## config.mk

```make
export PLATFORM = sky130hd
export DESIGN_NAME = hop_table_shuffle_generator_unit
export DESIGN_NICKNAME = d
export VERILOG_FILES = /design/src/rtl/hts_pkg.sv /design/src/rtl/hop_table_shuffle_generator_unit.sv /design/src/rtl/hts_sequencer.sv /design/src/rtl/hts_table.sv /design/src/rtl/hts_datapath.sv
export SDC_FILE = /design/constraint.sdc
export NUM_CORES = 2
export LEC_CHECK = 0
export ABC_AREA = 1
export BUFFER_PORTS_ARGS = -buffer_cell sky130_fd_sc_hd__buf_2
export CAP_MARGIN = 20
export CELL_PAD_IN_SITES_DETAIL_PLACEMENT = 1
export CELL_PAD_IN_SITES_GLOBAL_PLACEMENT = 1
export CORE_MARGIN = 2
export CORE_UTILIZATION = 25
export DETAILED_ROUTE_END_ITERATION = 10
export PLACE_DENSITY_LB_ADDON = 0.1
export SLEW_MARGIN = 15
export SYNTH_ARGS = -nofsm -noshare
export SYNTH_HDL_FRONTEND = slang
export SYNTH_HIERARCHICAL = 1
export SYNTH_SLANG_ARGS = --single-unit
```

## constraint.sdc

```tcl
create_clock -name clk -period 10.9 [get_ports clk]
set_clock_uncertainty 0.1 [all_clocks]
set_input_delay 2.18 -clock clk [delete_from_list [all_inputs] [get_ports clk]]
set_output_delay 2.18 -clock clk [all_outputs]
set_load 0.005 [all_outputs]
```

## src/rtl/hts_pkg.sv

```systemverilog
`timescale 1ns / 1ps
// ----------------------------------------------------------------------------
// hts_pkg
// Shared types, constants and the control store of the hop table shuffle
// generator: beat formats, micro-op codes, jump conditions and the program.
// ----------------------------------------------------------------------------
package hts_pkg;

  localparam int          UPC_W           = 4;
  localparam logic [7:0]  CFG_COUNT_RESET = 8'd80;
  localparam logic [31:0] LCG_MUL         = 32'd1664525;
  localparam logic [31:0] LCG_ADD         = 32'd1013904223;
  localparam int          LCG_SHIFT       = 16;
  localparam int          DIVIDEND_W      = 32 - LCG_SHIFT;
  localparam int          DIV_CNT_W       = $clog2(DIVIDEND_W);

  typedef logic [UPC_W-1:0] upc_t;

  typedef struct packed {
    logic        mode;
    logic [31:0] seed;
    logic [6:0]  hop_index;
  } in_item_t;

  typedef struct packed {
    logic [6:0] channel;
    logic       index_error;
  } out_item_t;

  typedef enum logic [3:0] {
    A_NONE,
    A_ACCEPT,
    A_GEN_INIT,
    A_LCG,
    A_DIV_INIT,
    A_DIV_STEP,
    A_RD_SWAP,
    A_WR_TOP,
    A_WR_J,
    A_RD_LOOKUP,
    A_RESULT
  } uop_t;

  typedef enum logic [2:0] {
    C_NEVER,
    C_ALWAYS,
    C_NO_START,
    C_LOOKUP,
    C_I_LE1,
    C_DIV_BUSY
  } cond_t;

  typedef struct packed {
    uop_t  op;
    cond_t cond;
    upc_t  target;
  } ctrl_word_t;

  typedef struct packed {
    logic start;
    logic lookup;
    logic i_le1;
    logic div_busy;
  } status_t;

  localparam upc_t U_IDLE     = 4'd0;
  localparam upc_t U_DISPATCH = 4'd1;
  localparam upc_t U_GEN_INIT = 4'd2;
  localparam upc_t U_LOOP     = 4'd3;
  localparam upc_t U_LCG      = 4'd4;
  localparam upc_t U_DIV_INIT = 4'd5;
  localparam upc_t U_DIV_STEP = 4'd6;
  localparam upc_t U_RD_SWAP  = 4'd7;
  localparam upc_t U_WR_TOP   = 4'd8;
  localparam upc_t U_WR_J     = 4'd9;
  localparam upc_t U_LK_RD    = 4'd10;
  localparam upc_t U_LK_OUT   = 4'd11;

  function automatic ctrl_word_t ucode_rom(input upc_t addr);
    ctrl_word_t w;
    case (addr)
      U_IDLE:     w = '{op: A_ACCEPT,    cond: C_NO_START, target: U_IDLE};
      U_DISPATCH: w = '{op: A_NONE,      cond: C_LOOKUP,   target: U_LK_RD};
      U_GEN_INIT: w = '{op: A_GEN_INIT,  cond: C_NEVER,    target: U_IDLE};
      U_LOOP:     w = '{op: A_NONE,      cond: C_I_LE1,    target: U_IDLE};
      U_LCG:      w = '{op: A_LCG,       cond: C_NEVER,    target: U_IDLE};
      U_DIV_INIT: w = '{op: A_DIV_INIT,  cond: C_NEVER,    target: U_IDLE};
      U_DIV_STEP: w = '{op: A_DIV_STEP,  cond: C_DIV_BUSY, target: U_DIV_STEP};
      U_RD_SWAP:  w = '{op: A_RD_SWAP,   cond: C_NEVER,    target: U_IDLE};
      U_WR_TOP:   w = '{op: A_WR_TOP,    cond: C_NEVER,    target: U_IDLE};
      U_WR_J:     w = '{op: A_WR_J,      cond: C_ALWAYS,   target: U_LOOP};
      U_LK_RD:    w = '{op: A_RD_LOOKUP, cond: C_NEVER,    target: U_IDLE};
      U_LK_OUT:   w = '{op: A_RESULT,    cond: C_ALWAYS,   target: U_IDLE};
      default:    w = '{op: A_NONE,      cond: C_ALWAYS,   target: U_IDLE};
    endcase
    return w;
  endfunction

endpackage

```

## src/rtl/hop_table_shuffle_generator_unit.sv

```systemverilog
`timescale 1ns / 1ps
// ----------------------------------------------------------------------------
// hop_table_shuffle_generator_unit
// Lookup: accept, dispatch, table read, result, registered out_strobe beat;
// one item at a time. Generate: count - 1 swaps for a count of two or more,
// else none; a swap is loop test, LCG, remainder setup, 16 remainder steps,
// one table read and two table writes. No result; results cannot be stalled.
// Reset (rst_n low, synchronous) restores identity order, count 80, LCG 0.
// ----------------------------------------------------------------------------
module hop_table_shuffle_generator_unit #(
  parameter int MAX_CHANNELS = 128
) (
  input  logic               clk,
  input  logic               rst_n,
  input  logic               start,
  output logic               busy,
  input  hts_pkg::in_item_t  in_data,
  output logic               out_strobe,
  output hts_pkg::out_item_t out_data,
  input  logic               cfg_we,
  input  logic [7:0]         cfg_wdata
);
  import hts_pkg::*;

  ctrl_word_t ctrl;
  status_t    status;
  logic [7:0] count_r;
  logic       res_valid;
  out_item_t  res_data;
  logic       strobe_r;
  out_item_t  data_r;

  always_ff @(posedge clk) begin
    if (!rst_n) begin
      count_r <= CFG_COUNT_RESET;
    end else if (cfg_we) begin
      count_r <= cfg_wdata;
    end
  end

  hts_sequencer u_seq (
    .clk    (clk),
    .rst_n  (rst_n),
    .status (status),
    .ctrl   (ctrl),
    .busy   (busy)
  );

  hts_datapath #(
    .MAX_CHANNELS (MAX_CHANNELS)
  ) u_dp (
    .clk       (clk),
    .rst_n     (rst_n),
    .ctrl      (ctrl),
    .start     (start),
    .in_data   (in_data),
    .cfg_count (count_r),
    .status    (status),
    .res_valid (res_valid),
    .res_data  (res_data)
  );

  always_ff @(posedge clk) begin
    if (!rst_n) begin
      strobe_r <= 1'b0;
    end else begin
      strobe_r <= res_valid;
    end
  end

  always_ff @(posedge clk) begin
    if (res_valid) begin
      data_r <= res_data;
    end
  end

  assign out_strobe = strobe_r;
  assign out_data   = data_r;

endmodule

```

## src/rtl/hts_sequencer.sv

```systemverilog
`timescale 1ns / 1ps
// ----------------------------------------------------------------------------
// hts_sequencer
// Micro-program counter over the control store, with conditional jumps
// selected by the control word and tested against datapath status.
// ----------------------------------------------------------------------------
module hts_sequencer (
  input  logic                clk,
  input  logic                rst_n,
  input  hts_pkg::status_t    status,
  output hts_pkg::ctrl_word_t ctrl,
  output logic                busy
);
  import hts_pkg::*;

  upc_t upc_r;
  upc_t upc_nxt;
  logic taken;

  assign ctrl = ucode_rom(upc_r);
  assign busy = (upc_r != U_IDLE);

  always_comb begin
    case (ctrl.cond)
      C_NEVER:    taken = 1'b0;
      C_ALWAYS:   taken = 1'b1;
      C_NO_START: taken = !status.start;
      C_LOOKUP:   taken = status.lookup;
      C_I_LE1:    taken = status.i_le1;
      C_DIV_BUSY: taken = status.div_busy;
      default:    taken = 1'b0;
    endcase
  end

  always_comb begin
    upc_nxt = taken ? ctrl.target : upc_t'(upc_r + 1'b1);
  end

  always_ff @(posedge clk) begin
    if (!rst_n) begin
      upc_r <= U_IDLE;
    end else begin
      upc_r <= upc_nxt;
    end
  end

endmodule

```

## src/rtl/hts_table.sv

```systemverilog
`timescale 1ns / 1ps
// ----------------------------------------------------------------------------
// hts_table
// Hop table storage: one write port, two registered read ports, and a valid
// bit per entry so that an unwritten entry reads as its own index.
// ----------------------------------------------------------------------------
module hts_table #(
  parameter int DEPTH = 128,
  parameter int AW    = 7
) (
  input  logic          clk,
  input  logic          rst_n,
  input  logic          clear,
  input  logic          rd_en,
  input  logic [AW-1:0] rd_addr_a,
  input  logic [AW-1:0] rd_addr_b,
  input  logic          wr_en,
  input  logic [AW-1:0] wr_addr,
  input  logic [AW-1:0] wr_data,
  output logic [AW-1:0] rd_data_a,
  output logic [AW-1:0] rd_data_b
);

  logic [AW-1:0]    mem [DEPTH];
  logic [DEPTH-1:0] valid_r;
  logic [AW-1:0]    q_a_r;
  logic [AW-1:0]    q_b_r;
  logic [AW-1:0]    addr_a_r;
  logic [AW-1:0]    addr_b_r;
  logic             vld_a_r;
  logic             vld_b_r;

  always_ff @(posedge clk) begin
    if (wr_en) begin
      mem[wr_addr] <= wr_data;
    end
    if (rd_en) begin
      q_a_r    <= mem[rd_addr_a];
      q_b_r    <= mem[rd_addr_b];
      vld_a_r  <= valid_r[rd_addr_a];
      vld_b_r  <= valid_r[rd_addr_b];
      addr_a_r <= rd_addr_a;
      addr_b_r <= rd_addr_b;
    end
  end

  always_ff @(posedge clk) begin
    if (!rst_n) begin
      valid_r <= '0;
    end else if (clear) begin
      valid_r <= '0;
    end else if (wr_en) begin
      valid_r[wr_addr] <= 1'b1;
    end
  end

  assign rd_data_a = vld_a_r ? q_a_r : addr_a_r;
  assign rd_data_b = vld_b_r ? q_b_r : addr_b_r;

endmodule

```

## src/rtl/hts_datapath.sv

```systemverilog
`timescale 1ns / 1ps
// ----------------------------------------------------------------------------
// hts_datapath
// Operand registers, LCG, bit-serial remainder unit and table access,
// each driven by the micro-op of the current control word.
// ----------------------------------------------------------------------------
module hts_datapath #(
  parameter int MAX_CHANNELS = 128
) (
  input  logic                clk,
  input  logic                rst_n,
  input  hts_pkg::ctrl_word_t ctrl,
  input  logic                start,
  input  hts_pkg::in_item_t   in_data,
  input  logic [7:0]          cfg_count,
  output hts_pkg::status_t    status,
  output logic                res_valid,
  output hts_pkg::out_item_t  res_data
);
  import hts_pkg::*;

  localparam int AW  = (MAX_CHANNELS > 2) ? $clog2(MAX_CHANNELS) : 1;
  localparam int CW  = $clog2(MAX_CHANNELS + 1);
  localparam int EXW = (CW > 8) ? CW : 8;
  localparam int IXW = (AW > 7) ? AW : 7;
  localparam int ECW = (CW > 7) ? CW : 7;

  logic                  mode_r;
  logic [31:0]           seed_r;
  logic [6:0]            idx_r;
  logic [31:0]           lcg_r;
  logic [31:0]           lcg_nxt;
  logic [CW-1:0]         i_r;
  logic [CW-1:0]         rem_r;
  logic [CW-1:0]         rem_nxt;
  logic [DIVIDEND_W-1:0] q_r;
  logic [DIV_CNT_W-1:0]  bit_r;
  logic [CW:0]           trial;
  logic [CW-1:0]         eff_count;
  logic [EXW-1:0]        cfg_ext;
  logic [EXW-1:0]        max_ext;
  logic [CW-1:0]         top_full;
  logic [AW-1:0]         top_addr;
  logic [AW-1:0]         j_addr;
  logic [IXW-1:0]        idx_ext;
  logic                  idx_err;
  logic                  tb_clear;
  logic                  tb_rd_en;
  logic [AW-1:0]         tb_rd_addr_a;
  logic                  tb_wr_en;
  logic [AW-1:0]         tb_wr_addr;
  logic [AW-1:0]         tb_wr_data;
  logic [AW-1:0]         tb_rd_data_a;
  logic [AW-1:0]         tb_rd_data_b;
  logic [IXW-1:0]        chan_ext;

  assign cfg_ext   = EXW'(cfg_count);
  assign max_ext   = EXW'(MAX_CHANNELS);
  assign eff_count = (cfg_ext > max_ext) ? max_ext[CW-1:0] : cfg_ext[CW-1:0];

  assign top_full = i_r - CW'(1);
  assign top_addr = top_full[AW-1:0];
  assign j_addr   = rem_r[AW-1:0];
  assign idx_ext  = IXW'(idx_r);
  assign idx_err  = (ECW'(idx_r) >= ECW'(eff_count));

  assign lcg_nxt = lcg_r * LCG_MUL + LCG_ADD;

  always_comb begin
    trial = {rem_r, q_r[DIVIDEND_W-1]};
    if (trial >= {1'b0, i_r}) begin
      rem_nxt = CW'(trial - {1'b0, i_r});
    end else begin
      rem_nxt = trial[CW-1:0];
    end
  end

  assign status.start    = start;
  assign status.lookup   = mode_r;
  assign status.i_le1    = (i_r <= CW'(1));
  assign status.div_busy = (bit_r != DIV_CNT_W'(DIVIDEND_W - 1));

  always_ff @(posedge clk) begin
    if (!rst_n) begin
      lcg_r <= '0;
      i_r   <= '0;
    end else begin
      case (ctrl.op)
        A_GEN_INIT: begin
          lcg_r <= seed_r;
          i_r   <= eff_count;
        end
        A_LCG:  lcg_r <= lcg_nxt;
        A_WR_J: i_r   <= top_full;
        default: ;
      endcase
    end
  end

  always_ff @(posedge clk) begin
    case (ctrl.op)
      A_ACCEPT: begin
        if (start) begin
          mode_r <= in_data.mode;
          seed_r <= in_data.seed;
          idx_r  <= in_data.hop_index;
        end
      end
      A_DIV_INIT: begin
        rem_r <= '0;
        q_r   <= lcg_r[31:LCG_SHIFT];
        bit_r <= '0;
      end
      A_DIV_STEP: begin
        rem_r <= rem_nxt;
        q_r   <= {q_r[DIVIDEND_W-2:0], 1'b0};
        bit_r <= bit_r + DIV_CNT_W'(1);
      end
      default: ;
    endcase
  end

  always_comb begin
    tb_clear     = (ctrl.op == A_GEN_INIT);
    tb_rd_en     = (ctrl.op == A_RD_SWAP) || (ctrl.op == A_RD_LOOKUP);
    tb_rd_addr_a = (ctrl.op == A_RD_LOOKUP) ? idx_ext[AW-1:0] : top_addr;
    tb_wr_en     = (ctrl.op == A_WR_TOP) || (ctrl.op == A_WR_J);
    tb_wr_addr   = (ctrl.op == A_WR_TOP) ? top_addr : j_addr;
    tb_wr_data   = (ctrl.op == A_WR_TOP) ? tb_rd_data_b : tb_rd_data_a;
  end

  hts_table #(
    .DEPTH (MAX_CHANNELS),
    .AW    (AW)
  ) u_table (
    .clk       (clk),
    .rst_n     (rst_n),
    .clear     (tb_clear),
    .rd_en     (tb_rd_en),
    .rd_addr_a (tb_rd_addr_a),
    .rd_addr_b (j_addr),
    .wr_en     (tb_wr_en),
    .wr_addr   (tb_wr_addr),
    .wr_data   (tb_wr_data),
    .rd_data_a (tb_rd_data_a),
    .rd_data_b (tb_rd_data_b)
  );

  assign chan_ext              = IXW'(tb_rd_data_a);
  assign res_valid             = (ctrl.op == A_RESULT);
  assign res_data.channel      = idx_err ? 7'd0 : chan_ext[6:0];
  assign res_data.index_error  = idx_err;

endmodule
```

# Word-level counts from Yosys, hierarchy flattened
# Memories as Yosys holds them, arrays and structs flattened. A register that Yosys moved wholly into a read port is not among the register bits.
# Index checks and enable logic that the tools add are counted.
[op_classes]
n_addsub = 5
n_mul = 1
div_mod_pow = 0
magnitude_cmp = 8
n_eq_ne = 16
shift = 0
mux = 23
n_bitwise = 2
reduce_logical = 10
[ops]
columns = ["op", "n"]
rows = [
  ["OR 128 bit", 1],
  ["case mux 32 bit (2 select lines)", 1],
  ["two-way mux 7 bit", 5],
  ["adder 32 x 30 -> 32 bit, second input constant", 1],
  ["multiplier 32 x 21 -> 32 bit, second input constant", 1],
  ["case mux 16 bit (2 select lines)", 1],
  ["case mux 8 bit (2 select lines)", 2],
  ["< comparator 7 x 8 -> 1 bit, second input constant", 3],
  ["== test 4 x 3 -> 1 bit, second input constant", 4],
  ["two-way mux 8 bit", 2],
  ["binary-select mux 1 bit (select 7 bit)", 2],
  ["== test 4 bit, second input constant", 3],
  [">= comparator 9 x 8 -> 1 bit", 1],
  ["adder 4 x 1 -> 4 bit, second input constant", 2],
  ["== test 4 x 2 -> 1 bit, second input constant", 2],
  [">= comparator 7 x 8 -> 1 bit", 1],
  ["greater-than comparator 8 bit, second input constant", 1],
  ["less-or-equal comparator 8 x 1 -> 1 bit, second input constant", 1],
  ["two-way mux 4 bit", 2],
  ["case mux 4 bit (2 select lines)", 1],
  ["subtractor 8 x 1 -> 8 bit, second input constant", 1],
  ["subtractor 8 bit", 1],
  ["demux 1 bit (select 7 bit)", 1],
  [">= comparator 7 x 1 -> 1 bit, second input constant", 1],
  ["other kinds (15)", 24],
]
[word_totals]
register_bits = 273
latchBits = 0
mem_bits_rw = 896
mem_bits_ro = 176
out_inout_bits = 10
word_cells = 85
n_memories = 2
[memory_table]
columns = ["memory", "words", "word_bits", "rd", "rd_ports_with_merged_regs", "wr", "line", "text"]
rows = [
  ["u_dp.u_table.mem", 128, 7, 2, 2, 1, "hts_table.sv:24", "logic [AW-1:0] mem [DEPTH];"],
  ["(name not given)", 16, 11, 1, 1, 0, "hts_pkg.sv:81", "case (addr)"],
]

# Depth between registers and ports, before layout
[depth]
word_depth = 7
ltp_mapped = 26
depth_no_buf = 26

# Modules after synthesis
# The synthesis kept the hierarchy.
[modules_own_cells]
columns = ["module", "n_inst", "cells_each", "area_each_um2", "seq_area_each_um2"]
rows = [
  ["hts_table", 1, 6261, 53641.4, 30369.1],
  ["hts_datapath", 1, 1552, 12884.9, 2842.7],
  ["hts_sequencer", 1, 101, 787.0, 300.3],
  ["hop_table_shuffle_generator_unit", 1, 58, 585.6, 420.4],
]

# Worst setup path before layout
# OpenSTA, ideal clock, no wires.
[synth_timing]
path_type = "flip-flop to flip-flop"
startpoint = "reg u_dp.u_table.vld_a_r"
endpoint = "mem u_dp.u_table.mem[0][6], data pin"
arrival_time_ps = 5795
slack_ps = 3808
path_stages_with_launch = 5
path_cell_list = "edfxtp_1 -> clkbuf_1 -> mux2_2 -> inv_1 -> o21ai_0"
[synth_via]
elab_chain_cells = 2
[synth_lines]
columns = ["item", "line", "text"]
rows = [
  ["from (decl)", "hts_table.sv:30", "logic vld_a_r;"],
  ["from (signal assigned)", "hts_table.sv:40", "vld_a_r <= valid_r[rd_addr_a];"],
  ["two-way mux 7 bit", "hts_table.sv:57", "assign rd_data_a = vld_a_r ? q_a_r : addr_a_r;"],
  ["net u_dp.chan_ext[6]", "hts_datapath.sv:55", "logic [IXW-1:0] chan_ext;"],
  ["two-way mux 7 bit", "hts_datapath.sv:129", "tb_wr_data = (ctrl.op == A_WR_TOP) ? tb_rd_data_b : tb_rd_data_a;"],
  ["net u_dp.tb_wr_data[6]", "hts_datapath.sv:52", "logic [AW-1:0] tb_wr_data;"],
  ["to (decl)", "hts_table.sv:24", ""],
]
# The timed path passes the listed nets, and every way through them passes these cells.

# Final worst setup path
[layout_timing]
startpoint = "reg u_dp.lcg_r[1]"
endpoint = "reg u_dp.lcg_r[31]"
[layout_via]
elab_chain_cells = 3
[layout_lines]
columns = ["item", "line", "text"]
rows = [
  ["from (decl)", "hts_datapath.sv:31", "logic [31:0] lcg_r;"],
  ["from (signal assigned)", "hts_datapath.sv:90", "lcg_r <= seed_r;"],
  ["from (signal assigned)", "hts_datapath.sv:93", "A_LCG: lcg_r <= lcg_nxt;"],
  ["multiplier 32 x 21 -> 32 bit", "hts_datapath.sv:67", "assign lcg_nxt = lcg_r * LCG_MUL + LCG_ADD;"],
  ["adder 32 x 30 -> 32 bit", "hts_datapath.sv:67", ""],
  ["case mux 32 bit (2 select lines)", "hts_datapath.sv:88", "case (ctrl.op)"],
]
# Every way passes these cells.
# A chain may end at the register's enable or synchronous reset.

==> impl_results.md <==
- Number of detailed-routing iterations run before antenna repair: 5
- FMAX: 155 MHz
- Gate power share: 57.2%
- Commonest cells post-synth: sky130_fd_sc_hd__nand2_1 (2693), sky130_fd_sc_hd__nand3_1 (1910), sky130_fd_sc_hd__edfxtp_1 (1002)
- Worst slew pin tran: about 1.2 ns
- Number of hold buffers added after cts: 0
- Number of buffer and inverter stages on the critical path: 6
- Req. time, crit path: 11.46 ns
- Sw Ratio: 50.5%
- Tightest slew margin relative to the limit: 22.1%
- Number of antenna violations at the first check in global routing: 5
- Slowest cell on the critical path: sky130_fd_sc_hd__dfxtp_1
- Number of cells on the worst hold path: 2
- Setup slack of the most critical reg-to-reg path: 4.43 ns
- Vias: 56904
- TNS Setup: 0 ns
- Capture point of the worst reg-to-reg path: u_dp/lcg_r[31]
- Final estimated routing congestion in global placement: 0.825
- Die span in y: 525 um
- Max VDD drop: 0.275 mV
- Total clock buffers created by CTS: 162
- Worst-path maximum fanout: 12
- Count of different cell masters after synthesis: 55
- Flip-flop and latch count after synthesis: 1194
- Synth area leaders: sky130_fd_sc_hd__edfxtp_1 (44%), sky130_fd_sc_hd__nand2_1 (15%), sky130_fd_sc_hd__nand3_1 (14%)
- H-Tree Depth: 4
- Placeable core region: 271000 um^2
- Min Tclk post-route: 6.47 ns
- Global-route wire length before repair: 433 mm
- Number of maximum-capacitance violations: 0
- Clk buf depth: 4
- Violation count after the first detailed-route iteration: 3753
- Global router's overall resource usage: 21.3%
- Synthesized cell area: between 60000 and 70000 um^2
- Number of synthesized flops with an enable pin: 1002
- Clock net sink count: 1194
- Setup violators final: 0
- Ys async rst share: 0%
- Die ar.: 276000 um^2
- Buffer count from post-CTS setup fixing: 0
- Cell Int Power: between 10000 and 15000 uW
- Number of pins with negative max-slew slack in the final report: 0
- Switching Power: 12700 uW
- Classification of the worst-slack hold path: reg -> reg
- Critical Path Start Type: flop
- Residual antenna-violating net count after detailed routing: 0
- Share of post-route cells with drive strength above 1: 6.67%
- Count of unresolved DRC violations after routing: 0
- Share of the synthesized area in the top cell type: 44.3%
- TritonCTS clock tree: done
- Synth Warn #: 6
- Post_cts resized: 0
- Standard-cell row count: 191
- Pwr dens: 330 nW/um^2
- X dimension of the die: 525 um
- Area leader, netlist: sky130_fd_sc_hd__edfxtp_1
- Logic depth of the worst register-to-register path: 24
- Launch point of the worst hold path: count_r[0]
- Number of hold-slack violations in the final timing report: 0
- Final worst-path cycle share: 59.3%
- Sequential element share of the synthesized area: 50.0%
- Clock power frac: between 20% and 30%
- Clock latency at the later pin of the worst-skew pair: 0.85 ns
- Most frequent cell after synthesis: sky130_fd_sc_hd__nand2_1
- Syn nets: 8344
- Maximum number of pins on one net before global-route repair: 230
- Clock-pin transition on the worst setup and hold timing paths: 0.06 ns
- Maximum single-stage delay on the critical path: 0.63 ns
- Run status: complete, no violations
- Min Hold Slack: 0.386 ns
- Post-synthesis to final-layout area growth: 11.9%
- Boundary Pins: 62
- Number of nets in the layout: 8225
- Worst endpoint data arrival time: 7.03 ns
- Static leakage: 0.0298 uW
- Reg2Reg Launch Point: u_dp/lcg_r[1]
- Crit. End Element: flop
- Synth Flop Type: sky130_fd_sc_hd__edfxtp_1
- Synth Instances: 7972
- CP top delay family: adder cells
- Most common cell type on the critical path: sky130_fd_sc_hd__inv_1
- Worst Hold End: count_r[0]
- CP cell instances: inv_1, ha_1, xnor2_1, ha_1, o21bai_1, fa_1, fa_1, inv_1, fa_1, inv_1, fa_1, inv_1, fa_1, inv_1, ha_1, nand2_1, o21ai_0, inv_1, nand2_1, a21oi_1, nand2_1, nand3_1, nand3_1, a21oi_1
- Clock tree root buffer cell: sky130_fd_sc_hd__clkbuf_16
- Fraction of power consumed by sequential logic: 22.3%
- Number of global-route vias before repair: 59475
- GRT overflow: 0
- Starting utilization of the core area: between 20% and 30%
- Final HPWL from detailed placement: between 150 and 200 mm
- Mean post-synth cell area: 8.52 um^2
- Worst setup path category: reg -> reg
- Port Buffers: between 60 and 70
- Setup repair after global routing missed its margin: no
- Via density per instance: 4.93
- Wire length per cell after detailed routing: about 26 um
- Detailed Route WL: 301 mm
how the worst max path moves through the flow:
| stage | to | startpoint | slack, ns | depth (start not counted) |
|---|---|---|---|---|
| finish | u_dp/lcg_r[31] | u_dp/lcg_r[1] | 4.43 | 24 |
| global route | u_dp/lcg_r[31] | u_dp/lcg_r[1] | 3.88 | 25 |
| CTS | u_dp/lcg_r[30] | u_dp/lcg_r[1] | 4.37 | 22 |
| detailed placement | u_dp/lcg_r[30] | u_dp/lcg_r[1] | 4.38 | 22 |
| global placement | u_dp/lcg_r[31] | u_dp/lcg_r[1] | 4.43 | 25 |
| floorplan | u_dp/u_table/mem[0][6] | u_dp/u_table/vld_a_r | 3.81 | 4 |
final cells by class:
cell class / instances / area, um^2
antenna: 4 / 10.0
clock buffer: 243 / 4530
clock inverter: 41 / 377
fill: 31571 / 195000
inverter: 499 / 1950
multi-input combinational: 5785 / 29100
sequential: 1194 / 33900
tap: 3570 / 4470
timing repair buffer: 211 / 1620
through the flow:
stage | utilization [%] | total power, uW | std cells | instance area (um^2) | setup slack (ns)
floorplan | - | 14800 | 7972 | 67900 | 3.81
global placement | 26.2 | 20200 | 11234 | 70800 | 4.43
detailed placement | 26.2 | 20200 | 11251 | 71000 | 4.38
CTS | 28.0 | 25500 | 11535 | 75900 | 4.37
global route | 28.1 | 27100 | 11544 | 75900 | 3.88
finish | 28.1 | 25100 | 11547 | 76000 | 4.43
power groups by stage:
stage / registers (uW) / logic (uW) / clock network (uW)
6_report: 5590 / 14400 / 5140
4_1_cts: 5600 / 14600 / 5310
3_5_place_dp: 5690 / 14500 / 0
5_1_grt: 5610 / 16100 / 5460
3_3_place_gp: 5690 / 14600 / 0
2_1_floorplan: 5760 / 9050 / 0
sequential cells by signal, summed over array words and instances (netlist names), 4 cells and up:
name / cells
u_dp/idx_ext: 7
u_dp/q_r: 16
u_dp/u_table/q_b_r: 7
out_data: 8
u_dp/rem_r: 8
u_dp/i_r: 8
u_dp/u_table/addr_b_r: 7
u_dp/u_table/mem: 896
u_dp/u_table/addr_a_r: 7
u_dp/u_table/q_a_r: 7
u_dp/u_table/valid_r: 128
u_dp/lcg_r: 32
u_seq/upc_r: 4
count_r: 8
u_dp/seed_r: 32
u_seq/ctrl: 11
u_dp/bit_r: 4
cell usage in the layout, fill, tap and decap left out, types with 4 or more instances in the layout:
cell	count
sky130_fd_sc_hd__a21o_1	5
sky130_fd_sc_hd__a21oi_1	70
sky130_fd_sc_hd__a21oi_2	9
sky130_fd_sc_hd__a31oi_1	16
sky130_fd_sc_hd__buf_12	11
sky130_fd_sc_hd__buf_2	61
sky130_fd_sc_hd__buf_4	130
sky130_fd_sc_hd__buf_6	8
sky130_fd_sc_hd__bufinv_16	7
sky130_fd_sc_hd__clkbuf_1	65
sky130_fd_sc_hd__clkbuf_16	163
sky130_fd_sc_hd__clkbuf_8	15
sky130_fd_sc_hd__clkinv_1	18
sky130_fd_sc_hd__clkinv_2	18
sky130_fd_sc_hd__dfxtp_1	192
sky130_fd_sc_hd__diode_2	4
sky130_fd_sc_hd__edfxtp_1	1002
sky130_fd_sc_hd__fa_1	138
sky130_fd_sc_hd__ha_1	182
sky130_fd_sc_hd__inv_1	470
sky130_fd_sc_hd__inv_2	17
sky130_fd_sc_hd__inv_6	5
sky130_fd_sc_hd__mux2_2	16
sky130_fd_sc_hd__nand2_1	2692
sky130_fd_sc_hd__nand2_2	15
sky130_fd_sc_hd__nand2_4	4
sky130_fd_sc_hd__nand3_1	1910
sky130_fd_sc_hd__nand3_2	7
sky130_fd_sc_hd__nand3b_1	6
sky130_fd_sc_hd__nand4_1	11
sky130_fd_sc_hd__nor2_1	515
sky130_fd_sc_hd__nor2_2	16
sky130_fd_sc_hd__nor3_1	19
sky130_fd_sc_hd__o211ai_1	7
sky130_fd_sc_hd__o21ai_0	59
sky130_fd_sc_hd__o21ai_1	18
sky130_fd_sc_hd__o21ai_4	10
sky130_fd_sc_hd__o21bai_1	4
sky130_fd_sc_hd__xnor2_1	6
sky130_fd_sc_hd__xor2_1	18
layer usage:
metal	track usage [%]	share of wire, %	up-vias	wire length [um]
met5	0	0	-	0
met1	28.8	46	29158	139000
li1	-	-	26337	-
met4	5.86	2.7	0	8090
met3	2.09	3.2	385	9510
met2	36.1	48	1024	144000
kinds of logic after synthesis:
kind of cell,synth area share (%)
xor gates and xnor gates,0.310
adders and majority gates,7.42
buffers and inverters,7.47
muxes,0.299
DFF,50.0
and+or+nand+nor,32.7
AOI/OAI and AO/OA,1.78
worst min-delay path, cell delays in order, from the launching register on:
cell                      delay [ns]
sky130_fd_sc_hd__dfxtp_1        0.32
sky130_fd_sc_hd__nor2_1         0.08
sky130_fd_sc_hd__nor2_1         0.05
Power figures use the tool's default switching activity.
